**config.mk**
```make
export PLATFORM = sky130hd
export DESIGN_NAME = text_markup_chunk_parser_unit
export DESIGN_NICKNAME = d
export VERILOG_FILES = /design/src/tmcp_pkg.sv /design/src/tmcp_core.sv /design/src/tmcp_out.sv /design/src/text_markup_chunk_parser_unit.sv
export SDC_FILE = /design/constraint.sdc
export NUM_CORES = 1
export LEC_CHECK = 0
export BUFFER_PORTS_ARGS = -buffer_cell sky130_fd_sc_hd__buf_2
export CAP_MARGIN = 20
export CORE_MARGIN = 1
export CORE_UTILIZATION = 60
export DETAILED_ROUTE_END_ITERATION = 12
export PLACE_DENSITY = 0.84
export SETUP_SLACK_MARGIN = 0.2
export SLEW_MARGIN = 30
export SYNTH_ARGS = -nofsm -noshare
export SYNTH_HDL_FRONTEND = slang
export SYNTH_HIERARCHICAL = 1
export SYNTH_SLANG_ARGS = --single-unit
```
**constraint.sdc**
```tcl
create_clock -name clock -period 4.68 [get_ports clock]
set_clock_uncertainty 0.1 [all_clocks]
set_input_delay 0.234 -clock clock [delete_from_list [all_inputs] [get_ports clock]]
set_output_delay 0.234 -clock clock [all_outputs]
set_load 0.005 [all_outputs]
```
**src/tmcp_pkg.sv**
```systemverilog
package tmcp_pkg;

   localparam int unsigned CODE_W   = 8;
   localparam int unsigned HEIGHT_W = 5;
   localparam int unsigned TABS_W   = 4;
   localparam int unsigned ESC_W    = 2;

   localparam int unsigned MAX_TABS_DEFAULT = 15;
   localparam int unsigned TAB_LIMIT        = 15;

   localparam logic [HEIGHT_W-1:0] HEIGHT_RESET = 5'd8;
   localparam logic [HEIGHT_W-1:0] HEIGHT_MAX   = 5'd29;
   localparam logic [3:0]          DIGIT_TWO_MAX = 4'd2;

   localparam logic [CODE_W-1:0] CHAR_NUL       = 8'h00;
   localparam logic [CODE_W-1:0] CHAR_TEXT_LOW  = 8'h06;
   localparam logic [CODE_W-1:0] CHAR_SPACE     = 8'h20;
   localparam logic [CODE_W-1:0] CHAR_BS        = 8'h08;
   localparam logic [CODE_W-1:0] CHAR_TAB       = 8'h09;
   localparam logic [CODE_W-1:0] CHAR_VT        = 8'h0B;
   localparam logic [CODE_W-1:0] CHAR_FF        = 8'h0C;
   localparam logic [CODE_W-1:0] CHAR_ZERO      = 8'h30;
   localparam logic [CODE_W-1:0] CHAR_NINE      = 8'h39;
   localparam logic [CODE_W-1:0] CHAR_LOWER_B   = 8'h62;
   localparam logic [CODE_W-1:0] CHAR_LOWER_V   = 8'h76;

   localparam logic [ESC_W-1:0] ESC_NONE  = 2'd0;
   localparam logic [ESC_W-1:0] ESC_OPEN  = 2'd1;
   localparam logic [ESC_W-1:0] ESC_DIGIT = 2'd2;

   typedef struct packed {
      logic                is_line_end;
      logic [CODE_W-1:0]   out_code;
      logic                chunk_start;
      logic [HEIGHT_W-1:0] out_height;
      logic                out_bold;
      logic                out_inverse;
      logic [TABS_W-1:0]   out_tabs;
   } result_type;

endpackage

```
**src/tmcp_core.sv**
```systemverilog
module tmcp_core #(
   parameter int unsigned MAX_TABS = tmcp_pkg::MAX_TABS_DEFAULT
) (
   input  logic                            clock,
   input  logic                            reset,
   input  logic                            step,
   input  logic [tmcp_pkg::CODE_W-1:0]     code,
   input  logic [tmcp_pkg::HEIGHT_W-1:0]   default_height,
   output logic                            res_valid,
   output tmcp_pkg::result_type            res
);
   import tmcp_pkg::*;

   localparam int unsigned TabCapInt = (MAX_TABS > TAB_LIMIT) ? TAB_LIMIT : MAX_TABS;
   localparam logic [TABS_W-1:0] TabCap = TabCapInt[TABS_W-1:0];

   logic                bold_ff, bold_in;
   logic                inv_ff, inv_in;
   logic [HEIGHT_W-1:0] height_ff, height_in;
   logic [TABS_W-1:0]   tab_ff, tab_in;
   logic [ESC_W-1:0]    esc_ff, esc_in;
   logic                run_ff, run_in;

   logic                consumed;
   logic                is_digit;
   logic [3:0]          digit_val;
   logic [CODE_W-1:0]   digit_diff;
   logic [7:0]          two_digit;

   assign is_digit   = code inside {[CHAR_ZERO:CHAR_NINE]};
   assign digit_diff = code - CHAR_ZERO;
   assign digit_val  = digit_diff[3:0];
   assign two_digit  = {3'b000, height_ff} * 8'd10 + {4'b0000, digit_val};

   always_comb begin
      consumed  = 1'b0;
      bold_in   = bold_ff;
      inv_in    = inv_ff;
      height_in = height_ff;
      tab_in    = tab_ff;
      esc_in    = ESC_NONE;
      run_in    = run_ff;
      res_valid = 1'b0;
      res.is_line_end = 1'b0;
      res.out_code    = code;
      res.chunk_start = 1'b1;
      res.out_height  = height_ff;
      res.out_bold    = bold_ff;
      res.out_inverse = inv_ff;
      res.out_tabs    = tab_ff;

      case (esc_ff)
         ESC_OPEN: begin
            if (is_digit) begin
               consumed  = 1'b1;
               height_in = {1'b0, digit_val};
               if (digit_val <= DIGIT_TWO_MAX) begin
                  esc_in = ESC_DIGIT;
               end
            end else if (code == CHAR_LOWER_B) begin
               consumed = 1'b1;
               bold_in  = ~bold_ff;
            end else if (code == CHAR_LOWER_V) begin
               consumed = 1'b1;
               inv_in   = ~inv_ff;
            end
         end
         ESC_DIGIT: begin
            if (is_digit) begin
               consumed  = 1'b1;
               height_in = two_digit[HEIGHT_W-1:0];
            end
         end
         default: begin
         end
      endcase

      if (!consumed) begin
         if (code == CHAR_NUL) begin
            res_valid       = 1'b1;
            res.is_line_end = 1'b1;
            res.chunk_start = 1'b0;
            bold_in   = 1'b0;
            inv_in    = 1'b0;
            height_in = default_height;
            tab_in    = '0;
            run_in    = 1'b0;
         end else if (code <= CHAR_TEXT_LOW || code >= CHAR_SPACE) begin
            res_valid       = 1'b1;
            res.chunk_start = ~run_ff;
            run_in          = 1'b1;
         end else begin
            run_in = 1'b0;
            case (code)
               CHAR_BS:  bold_in = ~bold_ff;
               CHAR_TAB: begin
                  if (tab_ff < TabCap) begin
                     tab_in = tab_ff + TABS_W'(1);
                  end
               end
               CHAR_VT:  inv_in = ~inv_ff;
               CHAR_FF:  esc_in = ESC_OPEN;
               default:  res_valid = 1'b1;
            endcase
         end
      end
   end

   always_ff @(posedge clock) begin
      if (reset) begin
         bold_ff   <= 1'b0;
         inv_ff    <= 1'b0;
         height_ff <= HEIGHT_RESET;
         tab_ff    <= '0;
         esc_ff    <= ESC_NONE;
         run_ff    <= 1'b0;
      end else if (step) begin
         bold_ff   <= bold_in;
         inv_ff    <= inv_in;
         height_ff <= height_in;
         tab_ff    <= tab_in;
         esc_ff    <= esc_in;
         run_ff    <= run_in;
      end
   end

   a_line_end_clears: assert property (@(posedge clock) disable iff (reset)
      step && res_valid && res.is_line_end |=> tab_ff == '0 && !bold_ff && !inv_ff
         && esc_ff == ESC_NONE && !run_ff)
      else $error("state not cleared after line end");

   a_tab_cap: assert property (@(posedge clock) disable iff (reset)
      tab_ff <= TabCap)
      else $error("tab count above cap");

   a_run_continue: assert property (@(posedge clock) disable iff (reset)
      step && res_valid && !res.is_line_end && !res.chunk_start |-> run_ff)
      else $error("chunk continued without open run");

   a_second_digit: assert property (@(posedge clock) disable iff (reset)
      esc_ff == ESC_DIGIT |-> height_ff <= {2'b00, 3'd2})
      else $error("two-digit escape after large first digit");

endmodule

```
**src/tmcp_out.sv**
```systemverilog
module tmcp_out (
   input  logic                            clock,
   input  logic                            reset,
   input  logic                            load,
   input  tmcp_pkg::result_type            res,
   output logic                            free,
   output logic                            rsp_valid,
   input  logic                            rsp_stall,
   output logic                            rsp_is_line_end,
   output logic [tmcp_pkg::CODE_W-1:0]     rsp_out_code,
   output logic                            rsp_chunk_start,
   output logic [tmcp_pkg::HEIGHT_W-1:0]   rsp_out_height,
   output logic                            rsp_out_bold,
   output logic                            rsp_out_inverse,
   output logic [tmcp_pkg::TABS_W-1:0]     rsp_out_tabs
);
   import tmcp_pkg::*;

   logic       valid_ff, valid_in;
   result_type data_ff;

   assign free     = ~valid_ff | ~rsp_stall;
   assign valid_in = load | (valid_ff & rsp_stall);

   always_ff @(posedge clock) begin
      if (reset) begin
         valid_ff <= 1'b0;
      end else begin
         valid_ff <= valid_in;
      end
   end

   always_ff @(posedge clock) begin
      if (load) begin
         data_ff <= res;
      end
   end

   assign rsp_valid       = valid_ff;
   assign rsp_is_line_end = data_ff.is_line_end;
   assign rsp_out_code    = data_ff.out_code;
   assign rsp_chunk_start = data_ff.chunk_start;
   assign rsp_out_height  = data_ff.out_height;
   assign rsp_out_bold    = data_ff.out_bold;
   assign rsp_out_inverse = data_ff.out_inverse;
   assign rsp_out_tabs    = data_ff.out_tabs;

endmodule

```
**src/text_markup_chunk_parser_unit.sv**
```systemverilog
// Path: a byte taken into the input register is decoded once the result register is
//    free; its result transfer is then offered from the result register.
// Throughput: one byte per cycle; the input register and result register each stall
//    only while the result register holds an untaken result.
// Reset: synchronous, active high; attributes, tab count, escape and run clear,
//    height and default height return to 8, both registers empty.
module text_markup_chunk_parser_unit #(
   parameter int unsigned MAX_TABS = tmcp_pkg::MAX_TABS_DEFAULT
) (
   input  logic                            clock,
   input  logic                            reset,
   input  logic                            req_valid,
   output logic                            req_stall,
   input  logic [tmcp_pkg::CODE_W-1:0]     req_code,
   output logic                            rsp_valid,
   input  logic                            rsp_stall,
   output logic                            rsp_is_line_end,
   output logic [tmcp_pkg::CODE_W-1:0]     rsp_out_code,
   output logic                            rsp_chunk_start,
   output logic [tmcp_pkg::HEIGHT_W-1:0]   rsp_out_height,
   output logic                            rsp_out_bold,
   output logic                            rsp_out_inverse,
   output logic [tmcp_pkg::TABS_W-1:0]     rsp_out_tabs,
   input  logic                            csr_wr_en,
   input  logic [tmcp_pkg::HEIGHT_W-1:0]   csr_wr_data
);
   import tmcp_pkg::*;

   logic                in_valid_ff, in_valid_in;
   logic [CODE_W-1:0]   in_code_ff;
   logic [HEIGHT_W-1:0] dflt_height_ff, dflt_height_in;
   logic                accept;
   logic                step;
   logic                out_free;
   logic                res_valid;
   result_type          res;

   assign step        = in_valid_ff & out_free;
   assign req_stall   = in_valid_ff & ~out_free;
   assign accept      = req_valid & ~req_stall;
   assign in_valid_in = accept | (in_valid_ff & ~step);

   assign dflt_height_in = (csr_wr_data > HEIGHT_MAX) ? HEIGHT_MAX : csr_wr_data;

   always_ff @(posedge clock) begin
      if (reset) begin
         in_valid_ff    <= 1'b0;
         dflt_height_ff <= HEIGHT_RESET;
      end else begin
         in_valid_ff <= in_valid_in;
         if (csr_wr_en) begin
            dflt_height_ff <= dflt_height_in;
         end
      end
   end

   always_ff @(posedge clock) begin
      if (accept) begin
         in_code_ff <= req_code;
      end
   end

   tmcp_core #(
      .MAX_TABS(MAX_TABS)
   ) u_core (
      .clock          (clock),
      .reset          (reset),
      .step           (step),
      .code           (in_code_ff),
      .default_height (dflt_height_ff),
      .res_valid      (res_valid),
      .res            (res)
   );

   tmcp_out u_out (
      .clock           (clock),
      .reset           (reset),
      .load            (step & res_valid),
      .res             (res),
      .free            (out_free),
      .rsp_valid       (rsp_valid),
      .rsp_stall       (rsp_stall),
      .rsp_is_line_end (rsp_is_line_end),
      .rsp_out_code    (rsp_out_code),
      .rsp_chunk_start (rsp_chunk_start),
      .rsp_out_height  (rsp_out_height),
      .rsp_out_bold    (rsp_out_bold),
      .rsp_out_inverse (rsp_out_inverse),
      .rsp_out_tabs    (rsp_out_tabs)
   );

endmodule

```
==> flow_summary.ini <==
[cts]
post_cts_resized = 0
clk_path_buf_depth = 2
cts_tree = built
cts-root-buf = clkbuf_8
cts.sinks = 50
clk_pin_slew_ns = 0.09
post_cts_buffers = 0
cts_buffers = 5
insertion_delay_ns = 0.30
cts.htree.levels = 2

[worst_setup_path]
cp.buffers_inverters = 0
worstPathRequired_ns = 4.77
cp_top_family = simple AND/OR/NAND/NOR gates
slowest_stage = edfxtp_1
path_cells = or2_4 -> or4_1 -> a21oi_2 -> a31oi_1 -> and3_2 -> a21oi_1 -> nor2_1
cp.arrival_ns = 2.69
cp_max_fo = 22
worstSetupEndpointType = flip-flop
cpPeakStageDelay_ns = 0.56
start_kind = flip-flop
path_class = reg -> reg

[synth]
synth-edff-count = 29
yosysWarnings = 6
ys_seq_area_share_pct = 53.1
async_reset_ff_share_pct = 0
ys_types = 60
synth_ff_type = edfxtp_1
avgSynthCellArea_um2 = 11.2
syn_nets = 244
netlist_area_mm2 = 0.00243
synth_seq_cells = 50
netlist_instances = 218

[final_layout]
fin_nets = 280
area_growth_syn_to_layout_pct = 12.9
final_util_pct = 72.8
antennaDiodeCount = 0
drive_above_1_share_pct = 23.5

[placed_design]
hpwl_mm = 3.25
globalplace.congestion = 0.893
io_buffers = 40

[global_route]
grt_max_degree = 23
grt_overflow_total = 0
grt_antenna_before_repair = 0
grt_pass1_wl_mm = 7.69
track_usage_pct = 24.5
grt_pass1_vias = 1659

[floorplanning]
die_area_mm2 = 0.00431
io-pin-count = 41
row_count = 22
die_h_um = 65.7
die_x_um = 65.7
start_util_pct = 64.5
core_area_mm2 = 0.00377

[route]
wl_per_cell_um = 16.6
vias_per_cell = 5.90
drc = 0
firstDrtPassIters = 6
vias = 1788
drt_iter0_drc = 179
finalWirelength_mm = 5.02
ant_nets = 0

[worst_hold_path]
hp-class = in -> reg

[timing]
post-route-min-period_ns = 2.60
rsz0062_at_grt = no
fmax_mhz = 384
drv_slew = 0
finalCritPeriodShare_pct = 55.6
max_slew.worst_pin.slew_ns = 0.671
fin_tns_setup_ns = 0
setup_viol = 0
timing_hold_violations_final = 0
relSlewSlack_pct = 55.2

[status]
status = complete, no violations

[power]
p_per_area_mw_per_mm2 = 310
p_leak_nw = 1.02
power.total_uw = 851
ir_drop_uv = 260

[flow_run]
max_cap_viol_count = 0
-- cell usage in the layout (no fill, tap or decap), types with 2 or more instances in the layout --
cell type      netlist  final
dlygate4sd3_1        0      7
clkbuf_8             0      5
xnor2_1              7      7
nor2b_1              2      2
dfxtp_1             21     21
a21o_1               2      2
nor3_1               4      4
nor4_1               2      2
buf_2                4     40
nor2_1              15     15
o21ai_0              8      8
nand2_1             12     12
a211oi_1             3      3
a31oi_1              4      4
xor2_1               2      2
a21oi_1             11     11
mux2i_1              4      4
clkinv_1             2      2
nor3b_2              2      2
and3_1               4      3
inv_1                8      8
o41ai_1              2      2
or4_1                4      4
ha_1                 7      7
o21a_1               3      3
and2_1               3      3
clkbuf_1             2      2
edfxtp_1            29     29
nand3_1              7      7
a221oi_1             2      2
-- flip-flops by register name, indices dropped and copies added, names as in the netlist --
name and count:
in_code_ff 8, u_out/rsp_out_code 8, dflt_height_ff 5, u_core/height_ff 5, u_out/rsp_out_height 5, u_core/tab_ff 4
u_out/rsp_out_tabs 4, u_core/esc_ff 2, in_valid_ff 1, u_core/bold_ff 1, u_core/inv_ff 1, u_core/run_ff 1
u_out/rsp_chunk_start 1, u_out/rsp_is_line_end 1, u_out/rsp_out_bold 1, u_out/rsp_out_inverse 1, u_out/rsp_valid 1
-- what timing repair did --
item	in CTS	in global routing
hold buffers	7	0
endpoints found under the setup margin	0	0
hold endpoints to repair	7	0
-- metrics by stage --
stage | hold slack (ns) | instances | instance area (µm²) | worst slack [ns]
4_1_cts | 0.00651 | 303 | 2740 | 1.87
3_5_place_dp | 0.312 | 288 | 2570 | 1.88
5_1_grt | 0.00358 | 303 | 2750 | 1.95
3_3_place_gp | 0.311 | 288 | 2570 | 1.97
6_report | 0.00985 | 303 | 2750 | 2.08
2_1_floorplan | 0.199 | 218 | 2430 | 2.23
-- kinds of logic (layout without fill, tap and decap cells) --
kind of cell,after synthesis,count (layout),synth area share (%)
xor gates and xnor gates,9,9,3.24
and+or+nand+nor,72,72,17.8
AOI/OAI and AO/OA,46,46,13.0
buffers and inverters,29,66,6.84
adders and majority gates,8,8,4.42
muxes,4,4,1.65
DFF,50,50,53.1
-- layout make-up --
type	count	area, µm²
Sequential cell	50	1290
Timing Repair Buffer	47	270
Tap cell	48	60.1
Clock inverter	1	30.0
Fill cell	270	1030
Multi-Input combinational cell	139	976
Clock buffer	7	76.3
Inverter	11	41.3
-- Yosys cell counts, drive strengths merged (2+ instances only) --
library cell,number,area share [%]
buf,16,4.8
o21a,3,0.93
nor3b,3,1.3
nand2,12,1.9
inv,9,1.4
clkbuf,2,0.31
a31oi,4,1.0
nor2,16,2.6
nor2b,2,0.51
clkinv,2,0.31
ha,7,3.6
o41ai,2,0.72
xor2,2,0.72
o21ai,8,1.6
nand3,7,1.4
a21o,2,0.62
a211oi,4,1.4
dfxtp,21,17
or4,4,1.2
nor4,3,1.4
or2,3,0.87
edfxtp,29,36
nor3,5,1.2
xnor2,7,2.5
a21oi,12,2.6
a221oi,2,0.72
and3,4,1.0
and2,3,0.77
mux2i,4,1.6
-- layer usage --
layer  part of all wire (%)  up-vias  global-route usage [%]
met5                      0        -                       0
met1                     40      816                    30.1
met4                    3.3        0                    14.1
li1                       -      865                       -
met3                    7.8       19                    5.90
met2                     48       88                    39.0
-- where the power goes --
| part | internal [mW] | total, mW | switching, mW |
|---|---|---|---|
| Clock | 0.160 | 0.295 | 0.135 |
| Combinational | 0.0268 | 0.0597 | 0.0329 |
| Sequential | 0.481 | 0.496 | 0.0150 |
-- worst paths after layout --
path | startpoint | end | slack [ns] | cells past startpoint
worst max register to register | in_code_ff[3] | u_out/rsp_valid | 2.08 | 7
worst min register to register | u_core/height_ff[4] | u_out/rsp_out_height[4] | 0.36 | 0
worst max-delay path | in_code_ff[3] | u_out/rsp_valid | 2.08 | 7
worst min-delay path | req_code[0] | in_code_ff[0] | 0.01 | 1
Note: power is estimated with default switching activity, not from simulation.
